`src/rtl/vrba_ram.sv`:
```
module vrba_ram #(
  parameter int WIDTH = 32,
  parameter int DEPTH = 64
) (
  input  logic                                       clk,
  input  logic                                       wr_en,
  input  logic [((DEPTH > 1) ? $clog2(DEPTH) : 1)-1:0] wr_addr,
  input  logic [WIDTH-1:0]                           wr_data,
  input  logic [((DEPTH > 1) ? $clog2(DEPTH) : 1)-1:0] rd_addr,
  output logic [WIDTH-1:0]                           rd_data
);

  logic [WIDTH-1:0] mem [DEPTH];

  always_ff @(posedge clk) begin
    if (wr_en) begin
      mem[wr_addr] <= wr_data;
    end
    rd_data <= mem[rd_addr];
  end

endmodule

```
`config.mk`:
```
export PLATFORM = sky130hd
export DESIGN_NAME = vrba_ram
export DESIGN_NICKNAME = d
export VERILOG_FILES = /design/src/rtl/vrba_ram.sv
export SDC_FILE = /design/constraint.sdc
export NUM_CORES = 2
export LEC_CHECK = 0
export CAP_MARGIN = 20
export CORE_ASPECT_RATIO = 0.9
export CORE_UTILIZATION = 61
export DETAILED_ROUTE_END_ITERATION = 7
export DONT_BUFFER_PORTS = 1
export PLACE_DENSITY_LB_ADDON = 0.2
export SLEW_MARGIN = 0
export SYNTH_ARGS = -nofsm -noshare
export SYNTH_HDL_FRONTEND = slang
export SYNTH_SLANG_ARGS = --single-unit
```
`constraint.sdc`:
```
create_clock -name clk -period 5.05 [get_ports clk]
set_clock_uncertainty 0.15 [all_clocks]
set_input_delay 1.01 -clock clk [delete_from_list [all_inputs] [get_ports clk]]
set_output_delay 1.01 -clock clk [all_outputs]
set_load 0.01 [all_outputs]
```
Word level (Yosys, flattened, before mapping)
Memory sizes are Yosys's and may differ from the RTL's. A register that Yosys moved wholly into a read port is not among the register bits.
Cells that the tools add are included.
Storage, ports and cells
  bits in registers: 0
  memory bits (writable): 2048
  bits of input ports: 46
  output and inout port bits: 32
  memories kept: 1
Operators by class
  muxes and demuxes: 2
Memories
  mem: depth 64, bits a word 32, rd ports 1, clocked after memory_dff 1, write ports 1, line 13  | logic [WIDTH-1:0] mem [DEPTH];
Operators by type and width (number)
  $mux W1: 2

Longest topological paths before layout
  word-level depth: 2
  mapped depth: 10

Worst setup path before layout
Ideal clock, no wire load.
  kind: input-to-reg
  from: input wr_addr[3] (netlist bit)
  to: memory mem[48][0], enable pin
  setup time: 0.461 ns
  arrival: 3.709 ns
  data required time: 4.439 ns
  path slack: 0.730 ns
  stages on the path: 4
  buffers on the path: 1
  path through: clkbuf_1 nor2b_1 nand4b_1 nor3_1
RTL lines
  start: declaration: line 7  | input logic [((DEPTH > 1) ? $clog2(DEPTH) : 1)-1:0] wr_addr,
  end: declaration: line 13
Straight into the memory's write port.

==> metrics.md <==
| Metric | Value |
|---|---|
| Overall via count from detail_route | 36500 |
| Proportion of register bits with asynchronous set or reset after synthesis | 0% |
| Count of instances resized after the clock tree is built | 0 |
| Fraction of final layout cells with drive strength greater than 1 | 26.8% |
| Number of enable-type register cells in the synthesized netlist | 2048 |
| Net count of the mapped netlist | 3370 |
| CTS sink count | 2080 |
| Std cell rows | 124 |
| Post-detail-place hpwl | 106 mm |
| Leakage | 26.8 nW |
| Cts hold-fix bufs | 0 |
| Port buffer count | 0 |
| Post-synthesis cell type with the largest combined area | edfxtp_1 |
| Count of inserted antenna diode cells | 0 |
| Arrival @ worst endpoint | 3.64 ns |
| Remaining antenna violation count after routing | 0 |
| Synth Warn # | 0 |
| Min Hold Slack | 0.137 ns |
| Netlist area before placement | 78500 µm² |
| Clock period minus final worst setup slack | 3.08 ns |
| Result of the run | complete, no violations |
| Total die area | 130000 µm² |
| Post-CTS setup buffer count | 0 |
| Most used standard cells in the synthesized netlist | 2048 x edfxtp_1, 544 x mux4_2, 137 x nor2_1 |
| Total CTS buffers | 193 |
| Part of the Yosys area used for sequential elements | 79.1% |
| Post-synthesis register bit count | 2080 |
| Clock Path Buffers | 3 |
| GRT Overall Usage | 29.7% |
| Synthesized instance count | 3324 |
| Max VDD drop | 0.320 mV |
| Pin count of the biggest net entering global routing | 514 |
| Worst Path Max Fanout | 513 |
| Via count of the first global-routing pass | 36400 |
| Critical-path cell with the highest stage delay | a21oi_1 |
| Most prevalent standard cell on the critical path | a21oi_1 |
| Cell at the root of the clock tree | clkbuf_16 |
| Starting density of the core | 61.6% |
| Cell Area, Placed | 80900 µm² |
| Library cell with the highest instance count after synthesis | edfxtp_1 |
| Commonest register cell after synthesis | edfxtp_1 |
| Cell Count, Final, Fillers Out | 5291 |
| Final setup TNS | 0 ns |
| Pwr Total | 0.0344 W |
| CP delay by family, top | compound AO/OA/AOI/OAI gates |
| Layout overhead on the synthesized area | 10.9% |
| Drt total wl | 189 mm |
| Fin. Hold Viols | 0 |
| X dimension of the die | 380 µm |
| Clock-pin transition on the worst setup and hold timing paths | 0.06 ns |
| Initial antenna violation count | 8 |
| Die Y-Extent | 342 µm |
| Fraction of post-synthesis cell area in the top cell type by area | 78.3% |
| Combined buffer and inverter count along the critical path | 0 |
| Startpoint class of the critical path | input pin |
| Via count normalized by instance count | 6.90 |
| Series of cell instances along the critical path | mux4_2 > o221ai_1 > a21oi_1 > a21oi_1 > nor2_1 |
| First-pass GRT wire length | 270 mm |
| Worst min-delay path category | input pin to flop |
| CTS H-Tree Depth | 4 |
| Pre-antenna DRT Iters | 6 |
| Residual DRC | 0 |
| Number of ports placed on the die boundary | 78 |
| Max Clk Rate | 325 MHz |
| Layout net count | 3469 |
| Global placement routability congestion | 0.884 |
| TritonCTS clock tree | built |
| Total core area | 127000 µm² |
| Final Setup Violations | 0 |
| Average cell area after synthesis | 23.6 µm² |
| Worst setup EP type | flop |
| Filler cells | 7526 |
| Count of max-cap constraint violations | 0 |
| GR Overflow Total | 0 |
| Most area-consuming cells after synthesis | edfxtp_1 78%, mux4_2 16%, mux2i_1 1.2% |
| DRC violation total after the first TritonRoute iteration | 5504 |
| Power per standard cell area | 396 nW/µm² |
| Required arrival time at the worst endpoint | 5.61 ns |
| WL per Instance | 35.8 µm |
| Total non-filler cell area in the finished layout | 87100 µm² |
| Biggest cell delay along the critical path | 0.86 ns |
| Post-synthesis cell type count | 34 |
| Crit Path Category | input pin to flop |
| Clock latency reported for the late side of the worst-skew pair | 0.83 ns |
| Max-slew violation total from the final report | 0 |
| Unrepaired setup endpoints after global routing | no |
| Ratio of final minimum period to clock period | 60.9% |
| Max-slew headroom at the worst pin | 24.0% |
| Dpl cells | 4929 |
| Slew @ Worst Pin | 1.14 ns |
==> flip-flops by register name, indices dropped and copies added (netlist names) <==
signal   flops
rd_data     32
mem       2048
==> cell type report <==
class                           count  area, µm²  share of cell area, %
Clock buffer                      259       5210                   5.99
Clock inverter                    103        895                   1.03
Multi-Input combinational cell   1062      16000                   18.3
Sequential cell                  2080      62100                   71.4
Tap cell                         1701       2130                   2.44
Timing Repair Buffer               86        707                  0.812
==> metal layers <==
layer | GRT usage [%] | wire length (µm) | vias up | share of wire [%]
met1 | 44.0 | 72500 | 19400 | 38
li1 | - | - | 14500 | -
met3 | 7.96 | 23700 | 284 | 13
met2 | 44.6 | 88700 | 2369 | 47
met5 | 0 | 13 | - | 0.0069
met4 | 7.86 | 4370 | 2 | 2.3
==> power breakdown <==
part           switching (W)  internal (W)  leakage [nW]
Sequential          0.000130        0.0191          18.7
Clock                0.00621       0.00792          2.98
Combinational       0.000513      0.000569          5.15
==> per-stage QoR <==
stage	util (%)	worst slack, ns
floorplan	-	0.730
global placement	63.5	1.35
detailed placement	63.5	1.43
CTS	68.3	2.24
global route	68.3	2.00
finish	68.3	1.97
==> worst paths after layout <==
path | cells past startpoint | start | to | slack (ns)
max | 5 | rd_addr[0] | rd_data[5]$_DFF_P_ | 1.97
max reg2reg | 4 | mem[13][1]$_DFFE_PP_ | rd_data[1]$_DFF_P_ | 2.60
min | 0 | wr_data[17] | mem[3][17]$_DFFE_PP_ | 0.14
min reg2reg | 4 | mem[12][17]$_DFFE_PP_ | rd_data[17]$_DFF_P_ | 0.61
==> cell usage in the layout (no fill, tap or decap), drive strengths merged, types with 3 or more instances in the layout <==
| cell type | Yosys | layout |
|---|---|---|
| bufinv | 0 | 13 |
| and3 | 4 | 4 |
| a41o | 4 | 4 |
| inv | 0 | 8 |
| buf | 108 | 86 |
| dfxtp | 32 | 32 |
| a21oi | 62 | 62 |
| nand3b | 5 | 5 |
| o32ai | 4 | 4 |
| nand3 | 5 | 5 |
| mux4 | 544 | 544 |
| mux2i | 93 | 93 |
| o22ai | 84 | 84 |
| edfxtp | 2048 | 2048 |
| clkbuf | 74 | 259 |
| or3 | 3 | 3 |
| a311oi | 8 | 8 |
| nor3 | 7 | 7 |
| nand2b | 8 | 8 |
| nor2b | 15 | 15 |
| a22oi | 12 | 12 |
| o221ai | 27 | 27 |
| nor2 | 137 | 137 |
| or3b | 5 | 5 |
| clkinv | 0 | 80 |
| or2 | 3 | 3 |
| nand2 | 26 | 26 |
==> cell families after synthesis <==
kind of cell,count (synthesis),share of synthesized area (%)
flip-flops,2080,79.1
multiplexers,637,16.8
AND/OR/NAND/NOR,223,1.27
AO/OA/AOI/OAI,202,1.67
buffers and inverters,182,1.13
==> worst register-to-register path, delay by kind of cell (launching register included) <==
| family | cells | cell delay, ns |
|---|---|---|
| mux | 2 | 1.02 |
| simple gates | 1 | 0.13 |
| compound gates | 1 | 0.60 |
| flops | 1 | 0.38 |
Note: power is estimated with default switching activity, not from simulation.
